File: src/hdl/swap_page_mapper_fifo_defines.svh
// Assertion macros shared by the page mapper modules
`ifndef SWAP_PAGE_MAPPER_FIFO_DEFINES_SVH
`define SWAP_PAGE_MAPPER_FIFO_DEFINES_SVH

// Check a consequence in the same cycle as its cause
`define SPM_CHECK_NOW(label, clk, rst, ante, cons, msg) \
  label: assert property (@(posedge clk) disable iff (rst) (ante) |-> (cons)) \
    else $error(msg);

// Check a consequence in the cycle after its cause
`define SPM_CHECK_NEXT(label, clk, rst, ante, cons, msg) \
  label: assert property (@(posedge clk) disable iff (rst) (ante) |=> (cons)) \
    else $error(msg);

`endif

File: src/hdl/spm_pkg.sv
// Shared types and constants of the swap page mapper
package spm_pkg;

  localparam int MAX_SLOTS_DEFAULT = 128;

  localparam int VADDR_W = 24;
  localparam int PADDR_W = 19;
  localparam int SLOT_W  = 7;
  localparam int PAGE_W  = 15;
  localparam int TAG_W   = 16;

  localparam int CFG_IDX_W  = 2;
  localparam int CFG_DATA_W = 8;
  localparam int PSEL_W     = 2;
  localparam int NSLOT_W    = 8;

  // configuration register indexes
  localparam logic [CFG_IDX_W-1:0] CFG_PAGE_SIZE = 2'd0;
  localparam logic [CFG_IDX_W-1:0] CFG_SLOTS     = 2'd1;

  // page size codes
  localparam logic [PSEL_W-1:0] PSEL_1K = 2'd0;
  localparam logic [PSEL_W-1:0] PSEL_2K = 2'd1;
  localparam logic [PSEL_W-1:0] PSEL_4K = 2'd2;

  localparam logic [PSEL_W-1:0]  PSEL_RESET  = PSEL_2K;
  localparam logic [NSLOT_W-1:0] SLOTS_RESET = 8'd64;

  typedef struct packed {
    logic clear_en;
    logic accept;
    logic scan;
    logic victim_rd;
    logic victim_cap;
    logic load_out;
  } spm_cmd_t;

  typedef struct packed {
    logic clear_done;
    logic last_hit;
    logic match;
    logic exhausted;
  } spm_status_t;

endpackage

File: src/hdl/spm_if.sv
// Request, response and configuration channel interfaces
interface spm_req_if;
  logic                        valid;
  logic                        ready;
  logic                        op;
  logic [spm_pkg::VADDR_W-1:0] virt_addr;
  modport source (output valid, op, virt_addr, input ready);
  modport sink (input valid, op, virt_addr, output ready);
endinterface

interface spm_resp_if;
  logic                        valid;
  logic                        ready;
  logic [spm_pkg::PADDR_W-1:0] phys_addr;
  logic [spm_pkg::SLOT_W-1:0]  slot;
  logic                        hit;
  logic                        writeback;
  logic [spm_pkg::PAGE_W-1:0]  evicted_page;
  logic                        fill;
  logic [spm_pkg::PAGE_W-1:0]  fill_page;
  modport source (output valid, phys_addr, slot, hit, writeback, evicted_page, fill,
                  fill_page, input ready);
  modport sink (input valid, phys_addr, slot, hit, writeback, evicted_page, fill,
                fill_page, output ready);
endinterface

interface spm_cfg_if;
  logic                           valid;
  logic                           ready;
  logic [spm_pkg::CFG_IDX_W-1:0]  index;
  logic [spm_pkg::CFG_DATA_W-1:0] data;
  modport source (output valid, index, data, input ready);
  modport sink (input valid, index, data, output ready);
endinterface

File: src/hdl/swap_page_mapper_fifo.sv
// Swap page mapper top level: round-robin replacement over page RAM slots.
// One request is in flight at a time. A repeat of the last page skips the tag search; the
// search reads one tag per cycle and stops at a hit, and a miss reads the victim's tag
// after it. After reset a clearing pass zeroes the tag table; requests wait.
module swap_page_mapper_fifo #(
  parameter int MAX_SLOTS = spm_pkg::MAX_SLOTS_DEFAULT
) (
  input logic         clk,
  input logic         rst,
  spm_req_if.sink     req,
  spm_resp_if.source  resp,
  spm_cfg_if.sink     cfg
);

  spm_pkg::spm_cmd_t    cmd;
  spm_pkg::spm_status_t status;

  assign cfg.ready = 1'b1;

  spm_ctrl u_ctrl (
    .clk       (clk),
    .rst       (rst),
    .in_valid  (req.valid),
    .in_ready  (req.ready),
    .out_valid (resp.valid),
    .out_ready (resp.ready),
    .cmd       (cmd),
    .status    (status)
  );

  spm_dp #(
    .MAX_SLOTS (MAX_SLOTS)
  ) u_dp (
    .clk          (clk),
    .rst          (rst),
    .cmd          (cmd),
    .status       (status),
    .cfg_wr       (cfg.valid),
    .cfg_index    (cfg.index),
    .cfg_data     (cfg.data),
    .in_op        (req.op),
    .in_virt_addr (req.virt_addr),
    .phys_addr    (resp.phys_addr),
    .slot         (resp.slot),
    .hit          (resp.hit),
    .writeback    (resp.writeback),
    .evicted_page (resp.evicted_page),
    .fill         (resp.fill),
    .fill_page    (resp.fill_page)
  );

endmodule

File: src/hdl/spm_ctrl.sv
// Controller state machine of the swap page mapper
`include "swap_page_mapper_fifo_defines.svh"

module spm_ctrl (
  input  logic                 clk,
  input  logic                 rst,
  input  logic                 in_valid,
  output logic                 in_ready,
  output logic                 out_valid,
  input  logic                 out_ready,
  output spm_pkg::spm_cmd_t    cmd,
  input  spm_pkg::spm_status_t status
);

  localparam logic [2:0] ST_CLEAR   = 3'd0;
  localparam logic [2:0] ST_IDLE    = 3'd1;
  localparam logic [2:0] ST_SCAN    = 3'd2;
  localparam logic [2:0] ST_VIC_RD  = 3'd3;
  localparam logic [2:0] ST_VIC_CAP = 3'd4;
  localparam logic [2:0] ST_RESULT  = 3'd5;

  logic [2:0] state;
  logic [2:0] state_next;
  logic       out_valid_next;
  logic       out_free;

  assign out_free = !out_valid || out_ready;
  assign in_ready = (state == ST_IDLE);

  always_comb begin
    state_next = state;
    cmd        = '0;
    unique case (state)
      ST_CLEAR: begin
        cmd.clear_en = 1'b1;
        if (status.clear_done) state_next = ST_IDLE;
      end
      ST_IDLE: begin
        if (in_valid) begin
          cmd.accept = 1'b1;
          state_next = status.last_hit ? ST_RESULT : ST_SCAN;
        end
      end
      ST_SCAN: begin
        cmd.scan = 1'b1;
        if (status.match) state_next = ST_RESULT;
        else if (status.exhausted) state_next = ST_VIC_RD;
      end
      ST_VIC_RD: begin
        cmd.victim_rd = 1'b1;
        state_next    = ST_VIC_CAP;
      end
      ST_VIC_CAP: begin
        cmd.victim_cap = 1'b1;
        state_next     = ST_RESULT;
      end
      ST_RESULT: begin
        // hold until the output register is free
        if (out_free) begin
          cmd.load_out = 1'b1;
          state_next   = ST_IDLE;
        end
      end
      default: state_next = ST_IDLE;
    endcase
  end

  always_comb begin
    if (cmd.load_out) out_valid_next = 1'b1;
    else if (out_ready) out_valid_next = 1'b0;
    else out_valid_next = out_valid;
  end

  always_ff @(posedge clk) begin
    if (rst) begin
      state     <= ST_CLEAR;
      out_valid <= 1'b0;
    end else begin
      state     <= state_next;
      out_valid <= out_valid_next;
    end
  end

  `SPM_CHECK_NEXT(a_result_loads, clk, rst, (state == ST_RESULT) && out_free, (state == ST_IDLE) && out_valid, "result not presented")
  `SPM_CHECK_NEXT(a_scan_hit_done, clk, rst, (state == ST_SCAN) && status.match, state == ST_RESULT, "scan hit not finished")
  `SPM_CHECK_NEXT(a_shortcut, clk, rst, cmd.accept && status.last_hit, state == ST_RESULT, "last page shortcut missed")

endmodule

File: src/hdl/spm_dp.sv
// Datapath of the swap page mapper: tag memory, victim pointer, address maths
`include "swap_page_mapper_fifo_defines.svh"

module spm_dp #(
  parameter int MAX_SLOTS = spm_pkg::MAX_SLOTS_DEFAULT
) (
  input  logic                           clk,
  input  logic                           rst,
  input  spm_pkg::spm_cmd_t              cmd,
  output spm_pkg::spm_status_t           status,
  input  logic                           cfg_wr,
  input  logic [spm_pkg::CFG_IDX_W-1:0]  cfg_index,
  input  logic [spm_pkg::CFG_DATA_W-1:0] cfg_data,
  input  logic                           in_op,
  input  logic [spm_pkg::VADDR_W-1:0]    in_virt_addr,
  output logic [spm_pkg::PADDR_W-1:0]    phys_addr,
  output logic [spm_pkg::SLOT_W-1:0]     slot,
  output logic                           hit,
  output logic                           writeback,
  output logic [spm_pkg::PAGE_W-1:0]     evicted_page,
  output logic                           fill,
  output logic [spm_pkg::PAGE_W-1:0]     fill_page
);

  localparam int SW = $clog2(MAX_SLOTS);
  localparam int CW = $clog2(MAX_SLOTS + 1);

  logic [spm_pkg::TAG_W-1:0] tag_mem [MAX_SLOTS];
  logic [spm_pkg::TAG_W-1:0] rdata;
  logic [SW-1:0]             rd_addr;

  logic [spm_pkg::PSEL_W-1:0]  page_size_sel;
  logic [spm_pkg::NSLOT_W-1:0] slots_in_use;

  logic [spm_pkg::PAGE_W-1:0] last_page;
  logic [SW-1:0]              last_slot;
  logic [SW-1:0]              next_victim;
  logic [SW-1:0]              clr_idx;

  logic [CW-1:0] scan_idx;
  logic [SW-1:0] rd_idx;
  logic          rd_valid;

  logic                        op_r;
  logic [spm_pkg::VADDR_W-1:0] addr_r;
  logic [spm_pkg::PAGE_W-1:0]  page_r;
  logic [SW-1:0]               slot_r;
  logic [SW-1:0]               victim_r;
  logic                        hit_r;
  logic                        wb_r;
  logic [spm_pkg::PAGE_W-1:0]  evicted_r;
  logic                        fill_r;

  logic [CW-1:0]              n;
  logic [spm_pkg::PAGE_W-1:0] in_page;
  logic [SW-1:0]              victim;
  logic [CW-1:0]              victim_inc;
  logic [SW-1:0]              victim_next;
  logic [spm_pkg::PADDR_W-1:0] slot_base;
  logic [spm_pkg::PADDR_W-1:0] offset;

  // clamp the slot count to 2 .. MAX_SLOTS
  always_comb begin
    if (slots_in_use < 8'd2) n = CW'(2);
    else if (32'(slots_in_use) > 32'(MAX_SLOTS)) n = CW'(MAX_SLOTS);
    else n = CW'(slots_in_use);
  end

  always_comb begin
    case (page_size_sel)
      spm_pkg::PSEL_1K: in_page = spm_pkg::PAGE_W'(in_virt_addr[23:10]) + 15'd1;
      spm_pkg::PSEL_4K: in_page = spm_pkg::PAGE_W'(in_virt_addr[23:12]) + 15'd1;
      default:          in_page = spm_pkg::PAGE_W'(in_virt_addr[23:11]) + 15'd1;
    endcase
  end

  always_comb begin
    case (page_size_sel)
      spm_pkg::PSEL_1K: begin
        slot_base = spm_pkg::PADDR_W'(slot_r) << 10;
        offset    = spm_pkg::PADDR_W'(addr_r[9:0]);
      end
      spm_pkg::PSEL_4K: begin
        slot_base = spm_pkg::PADDR_W'(slot_r) << 12;
        offset    = spm_pkg::PADDR_W'(addr_r[11:0]);
      end
      default: begin
        slot_base = spm_pkg::PADDR_W'(slot_r) << 11;
        offset    = spm_pkg::PADDR_W'(addr_r[10:0]);
      end
    endcase
  end

  // a stale pointer falls back to slot 1; advance and wrap below the count
  always_comb begin
    if (next_victim == '0 || CW'(next_victim) >= n) victim = SW'(1);
    else victim = next_victim;
    victim_inc = CW'(victim) + CW'(1);
    if (victim_inc >= n) victim_next = SW'(1);
    else victim_next = victim_inc[SW-1:0];
  end

  assign status.clear_done = (clr_idx == SW'(MAX_SLOTS - 1));
  assign status.last_hit   = (in_page == last_page);
  assign status.match      = rd_valid && (rdata[spm_pkg::PAGE_W-1:0] == page_r);
  assign status.exhausted  = !rd_valid && (scan_idx >= n);

  assign rd_addr = cmd.victim_rd ? victim : scan_idx[SW-1:0];

  always_ff @(posedge clk) begin
    rdata <= tag_mem[rd_addr];
    if (cmd.clear_en) begin
      tag_mem[clr_idx] <= '0;
    end else if (cmd.load_out && (fill_r || op_r)) begin
      tag_mem[slot_r] <= {op_r, page_r};
    end
  end

  always_ff @(posedge clk) begin
    if (rst) begin
      page_size_sel <= spm_pkg::PSEL_RESET;
      slots_in_use  <= spm_pkg::SLOTS_RESET;
    end else if (cfg_wr) begin
      unique case (cfg_index)
        spm_pkg::CFG_PAGE_SIZE: page_size_sel <= cfg_data[spm_pkg::PSEL_W-1:0];
        spm_pkg::CFG_SLOTS:     slots_in_use  <= cfg_data;
        default: ;
      endcase
    end
  end

  always_ff @(posedge clk) begin
    if (rst) begin
      last_page   <= '0;
      last_slot   <= '0;
      next_victim <= SW'(1);
      clr_idx     <= '0;
      rd_valid    <= 1'b0;
      scan_idx    <= '0;
    end else begin
      if (cmd.clear_en) clr_idx <= clr_idx + SW'(1);
      if (cmd.accept) begin
        rd_valid <= 1'b0;
        scan_idx <= CW'(1);
        if (!status.last_hit) last_page <= in_page;
      end
      if (cmd.scan) begin
        rd_valid <= (scan_idx < n);
        rd_idx   <= scan_idx[SW-1:0];
        if (scan_idx < n) scan_idx <= scan_idx + CW'(1);
      end
      if (cmd.victim_rd) next_victim <= victim_next;
      if (cmd.load_out) last_slot <= slot_r;
    end
  end

  always_ff @(posedge clk) begin
    if (cmd.accept) begin
      op_r      <= in_op;
      addr_r    <= in_virt_addr;
      page_r    <= in_page;
      slot_r    <= last_slot;
      hit_r     <= status.last_hit;
      wb_r      <= 1'b0;
      evicted_r <= '0;
      fill_r    <= 1'b0;
    end
    if (cmd.scan && status.match) begin
      slot_r <= rd_idx;
      hit_r  <= 1'b1;
    end
    if (cmd.victim_rd) victim_r <= victim;
    if (cmd.victim_cap) begin
      slot_r    <= victim_r;
      hit_r     <= 1'b0;
      fill_r    <= 1'b1;
      wb_r      <= rdata[spm_pkg::TAG_W-1];
      evicted_r <= rdata[spm_pkg::TAG_W-1] ? rdata[spm_pkg::PAGE_W-1:0] : '0;
    end
    if (cmd.load_out) begin
      phys_addr    <= slot_base + offset;
      slot         <= spm_pkg::SLOT_W'(slot_r);
      hit          <= hit_r;
      writeback    <= wb_r;
      evicted_page <= evicted_r;
      fill         <= fill_r;
      fill_page    <= fill_r ? page_r : '0;
    end
  end

  `SPM_CHECK_NOW(a_victim_range, clk, rst, cmd.victim_rd, (victim != '0) && (CW'(victim) < n), "victim out of range")
  `SPM_CHECK_NOW(a_fill_is_miss, clk, rst, cmd.load_out && fill_r, !hit_r, "fill flagged on a hit")

endmodule

File: src/flat_wrapper.sv
// flat-port wrapper written by rule: the top's interface ports become plain ports
module swap_page_mapper_fifo_flat 
#(
  parameter int MAX_SLOTS = spm_pkg::MAX_SLOTS_DEFAULT
)
  (clk, rst, req_valid, req_op, req_virt_addr, req_ready, resp_valid, resp_phys_addr, resp_slot, resp_hit, resp_writeback, resp_evicted_page, resp_fill, resp_fill_page, resp_ready, cfg_valid, cfg_index, cfg_data, cfg_ready);
  spm_req_if req_i ();
  spm_resp_if resp_i ();
  spm_cfg_if cfg_i ();
  input logic clk;
  input logic rst;
  input wire logic [$bits(req_i.valid)-1:0] req_valid;
  input wire logic [$bits(req_i.op)-1:0] req_op;
  input wire logic [$bits(req_i.virt_addr)-1:0] req_virt_addr;
  output wire logic [$bits(req_i.ready)-1:0] req_ready;
  output wire logic [$bits(resp_i.valid)-1:0] resp_valid;
  output wire logic [$bits(resp_i.phys_addr)-1:0] resp_phys_addr;
  output wire logic [$bits(resp_i.slot)-1:0] resp_slot;
  output wire logic [$bits(resp_i.hit)-1:0] resp_hit;
  output wire logic [$bits(resp_i.writeback)-1:0] resp_writeback;
  output wire logic [$bits(resp_i.evicted_page)-1:0] resp_evicted_page;
  output wire logic [$bits(resp_i.fill)-1:0] resp_fill;
  output wire logic [$bits(resp_i.fill_page)-1:0] resp_fill_page;
  input wire logic [$bits(resp_i.ready)-1:0] resp_ready;
  input wire logic [$bits(cfg_i.valid)-1:0] cfg_valid;
  input wire logic [$bits(cfg_i.index)-1:0] cfg_index;
  input wire logic [$bits(cfg_i.data)-1:0] cfg_data;
  output wire logic [$bits(cfg_i.ready)-1:0] cfg_ready;
  assign req_i.valid = req_valid;
  assign req_i.op = req_op;
  assign req_i.virt_addr = req_virt_addr;
  assign req_ready = req_i.ready;
  assign resp_valid = resp_i.valid;
  assign resp_phys_addr = resp_i.phys_addr;
  assign resp_slot = resp_i.slot;
  assign resp_hit = resp_i.hit;
  assign resp_writeback = resp_i.writeback;
  assign resp_evicted_page = resp_i.evicted_page;
  assign resp_fill = resp_i.fill;
  assign resp_fill_page = resp_i.fill_page;
  assign resp_i.ready = resp_ready;
  assign cfg_i.valid = cfg_valid;
  assign cfg_i.index = cfg_index;
  assign cfg_i.data = cfg_data;
  assign cfg_ready = cfg_i.ready;
  swap_page_mapper_fifo #(.MAX_SLOTS(MAX_SLOTS)) u_core (.clk(clk), .rst(rst), .req(req_i), .resp(resp_i), .cfg(cfg_i));
endmodule
File: config.mk
export PLATFORM = sky130hd
export DESIGN_NAME = swap_page_mapper_fifo_flat
export DESIGN_NICKNAME = d
export VERILOG_FILES = /design/src/hdl/spm_pkg.sv /design/src/hdl/spm_if.sv /design/src/hdl/swap_page_mapper_fifo.sv /design/src/hdl/spm_ctrl.sv /design/src/hdl/spm_dp.sv /design/src/flat_wrapper.sv
export VERILOG_INCLUDE_DIRS = /design/src /design/src/hdl
export SDC_FILE = /design/constraint.sdc
export NUM_CORES = 2
export LEC_CHECK = 0
export BUFFER_PORTS_ARGS = -buffer_cell sky130_fd_sc_hd__buf_2
export CAP_MARGIN = 20
export CORE_MARGIN = 2
export CORE_UTILIZATION = 55
export DETAILED_ROUTE_END_ITERATION = 16
export HOLD_SLACK_MARGIN = 0.03
export PLACE_DENSITY_LB_ADDON = 0.25
export SETUP_SLACK_MARGIN = 0.4
export SYNTH_ARGS = -nofsm -noshare
export SYNTH_HDL_FRONTEND = slang
export SYNTH_SLANG_ARGS = --single-unit
File: constraint.sdc
create_clock -name clk -period 11.15 [get_ports clk]
set_input_delay 0 -clock clk [delete_from_list [all_inputs] [get_ports clk]]
set_output_delay 0 -clock clk [all_outputs]
set_load 0.03 [all_outputs]
==> summary.txt <==
Critical path
  – Element type at the critical path start: register
  – CP Launch Point: u_core.u_dp.slots_in_use[3]$_SDFFE_PP0P_
  – Crit end category: register
  – Arrival @ worst endpoint: 7.70 ns
  – Critical R2R Launch: u_core.u_dp.slots_in_use[3]$_SDFFE_PP0P_
  – Critical path required time: 11.87 ns
  – R2R cell count: 15
  – Crit Path Category: reg2reg
  – Reg2Reg Setup Slack: 4.17 ns
  – Max FO, Critical Path: 41

Clock network
  – TritonCTS Buffers: 214
  – Clk pin slew, worst setup/hold paths: 0.06 ns
  – Clock Path Buffers: 3
  – Root Buffer: clkbuf_16
  – # clock sinks: 2249
  – TritonCTS clock tree: built
  – H-tree Lvls: 4
  – Number of gates resized after CTS: 0
  – Clk_lat worst skew: 0.85 ns

Power
  – Internal: 13.9 mW
  – PwrDens: 181 nW/um2
  – Sw Pwr: 4.36 mW
  – Sw frac: 24.0%
  – Leakage power: 38.8 nW
  – Share of power burned in combinational logic: 9.2%
  – Design Power: 18.2 mW
  – Seq pwr share: 51.8%
  – Part of the power in the clock network: 39.0%
  – IR drop worst, VDD: 0.140 mV

Synthesis
  – Syn avg cell area: 15.1 um2
  – Flops & latches, synth: 2249
  – Most frequent cell after synthesis: edfxtp_1
  – Main combinational cell family by area after synthesis: simple AND/OR/NAND/NOR gates
  – Synth top cells by count: edfxtp_1 (2172), nand2_1 (947), mux2i_1 (629)
  – Post-synthesis adder-cell area fraction: 0.456%
  – Top cell type's share of synthesized area: 72.9%
  – Number of synthesized flops with an enable pin: 2172
  – Primary FF master, synth: edfxtp_1
  – Sequential element share of the synthesized area: 74.7%
  – Mux cell area share after synthesis: 7.34%
  – Post-Syn Area: 89400 um2
  – Synth area leaders: edfxtp_1 (73%), mux2i_1 (7.0%), nand2_1 (4.0%), o22ai_1 (1.9%), dfxtp_1 (1.7%)
  – Asr flop ratio synth: 0%
  – Distinct cells, synth: 90
  – Yosys warns: 0
  – Xor/xnor share of the synthesized area: 0.637%
  – Leading area contributor after synthesis: edfxtp_1
  – Post-Synth Simple-Gate Area: 9.33%
  – Complex-gate fraction of the synthesized area: 5.35%
  – Cells after Synth: 5924
  – Syn Nets: 5996

Timing
  – TNS Setup: 0 ns
  – Max transition margin: 15.3%
  – Final Critical Period: 6.98 ns
  – Max Fclk: 0.143 GHz
  – Min setup slack post-route: 4.17 ns
  – Final hold vios: 0
  – Setup-failing EPs final: 0
  – RSZ-0062 raised after global routing: false
  – Setup Skew: 0.0412 ns
  – Slew Viols, Final: 0
  – Worst slew pin tran: 1.27 ns
  – Fin crit share: 62.6%

Hold path
  – Worst Hold Class: in2reg
  – HP Start: cfg_index[0]
  – Hold Crit Depth: 5

Global route
  – Largest net degree at the start of global routing: 150
  – First-pass GRT wire length: 352000 um
  – Total GRT Usage: 28.8%
  – Congestion Overflow GR: 0
  – Number of global-route vias before repair: 51200
  – Initial antenna violation count: 7

Floorplanning
  – Io pins: 102
  – Die Ht: 407 um
  – Die X: 407 um
  – Initial Util: 55.6%
  – Core footprint: 161000 um2
  – FP Rows: 147
  – Die ar.: 166000 um2

Layout
  – Design Area, Final: 101000 um2
  – Area added between synthesis and finish: 12.4%
  – Fin nets: 6276
  – Share of cells above drive strength 1: 11.8%

Job
  – Max Cap Viol: 0

Routing
  – Vias per cell: 6.33
  – DRT antenna net count: 0
  – Wire per inst: 28.4 um
  – Drt first-iter violations: 7499
  – Pre-Repair DR Iteration Count: 6
  – Via count: 54100
  – Residual DRC count: 0
  – Routed WL: 243000 um

Place
  – Area after DPL: 92900 um2
  – Gpl congestion: 0.899
  – Buffers added on ports: 100
  – Dpl hpwl: 141000 um
  – DP Worst Slack: 4.33 ns

Outcome
  – Run status: complete, no violations
registers in the layout (all words and copies together) (netlist names), 8 cells and up:
| name | flops |
|---|---|
| u_core.u_dp.addr_r | 12 |
| u_core.u_dp.evicted_page | 15 |
| u_core.u_dp.evicted_r | 15 |
| u_core.u_dp.fill_page | 15 |
| u_core.u_dp.last_page | 15 |
| u_core.u_dp.page_r | 15 |
| u_core.u_dp.phys_addr | 19 |
| u_core.u_dp.rdata | 16 |
| u_core.u_dp.scan_idx | 8 |
| u_core.u_dp.slots_in_use | 8 |
| u_core.u_dp.tag_mem | 2048 |
final cells by class:
| class | instances | area (um2) |
|---|---|---|
| diodes | 1 | 2.50 |
| clock buffers | 275 | 5700 |
| clock inverters | 127 | 1150 |
| fillers | 11500 | 60400 |
| inverters | 33 | 124 |
| multi-input cells | 3287 | 20900 |
| flip-flops and latches | 2249 | 66800 |
| well taps | 2160 | 2700 |
| repair buffers | 419 | 3190 |
power by group through the flow:
stage	logic [mW]	clock network, mW	registers [mW]
after CTS	1.64	7.16	9.42
after global routing	1.74	7.48	9.43
after global placement	1.59	0	9.60
final	1.67	7.11	9.43
after detailed placement	1.61	0	9.60
after floorplan	1.17	0	9.52
metrics by stage:
stage | std cells | util [%] | hold WS, ns
floorplan | 5924 | - | 0.0989
global placement | 8054 | 57.6 | 0.178
detailed placement | 8064 | 57.7 | 0.180
CTS | 8546 | 62.4 | 0.0795
global route | 8550 | 62.5 | 0.164
finish | 8551 | 62.5 | 0.159
worst paths after layout:
kind	to
max reg2reg	u_core.u_dp.rdata[12]$_DFF_P_
min	u_core.u_dp.page_size_sel[1]$_SDFFE_PP0P_
min reg2reg	u_core.u_dp.writeback$_DFFE_PP_
max	u_core.u_dp.rdata[12]$_DFF_P_
placed cells by master, fill, tap and decap left out, types with 27 or more instances in the layout:
| cell | n |
|---|---|
| clkbuf_1 | 53 |
| a311oi_1 | 29 |
| xnor2_1 | 41 |
| clkbuf_16 | 217 |
| inv_1 | 30 |
| clkinv_1 | 53 |
| clkinv_2 | 38 |
| nand4_1 | 70 |
| and3_1 | 41 |
| nand3_1 | 293 |
| nand2_1 | 946 |
| buf_4 | 224 |
| nor3_1 | 27 |
| a21oi_1 | 135 |
| buf_2 | 105 |
| dlygate4sd3_1 | 80 |
| o22ai_1 | 266 |
| nor2_1 | 212 |
| edfxtp_1 | 2172 |
| a31oi_1 | 53 |
| mux2i_1 | 629 |
| nor4_1 | 91 |
| a32oi_1 | 61 |
| o21ai_0 | 37 |
| dfxtp_1 | 77 |
| ha_1 | 31 |
critical path, cell delays in order, from the launching register on:
cell	delay, ns
dfxtp_1	0.32
or4_1	0.54
or3_1	0.33
o21ai_0	0.24
nand2_1	0.15
ha_1	0.31
o211a_1	0.17
o311ai_4	0.81
a31o_4	0.79
buf_4	0.62
buf_4	0.68
mux2i_1	0.28
o22ai_1	0.15
nor4_1	0.34
o22ai_1	0.38
or4_1	0.62
timing repair:
item / 4_1_cts / 5_1_grt
hold endpoints to repair: 89 / 0
hold buffers: 80 / 0
buffers inserted: 0 / 0
layer usage:
| layer | wire, um | GRT usage [%] | vias to the layer above |
|---|---|---|---|
| met1 | 95000 | 41.1 | 27000 |
| met3 | 27400 | 5.86 | 487 |
| li1 | - | - | 23300 |
| met5 | 79 | 0 | - |
| met2 | 111000 | 43.9 | 3257 |
| met4 | 9740 | 11.3 | 14 |
cells by family after synthesis:
kind of cell / after synthesis
flip-flops: 2249
buffers and inverters: 388
adder cells (fa/ha/maj): 32
other: 1
AND/OR/NAND/NOR: 1842
AO/OA/AOI/OAI: 703
multiplexers: 644
XOR/XNOR: 65
No activity file was read; power rests on OpenSTA's default activity.
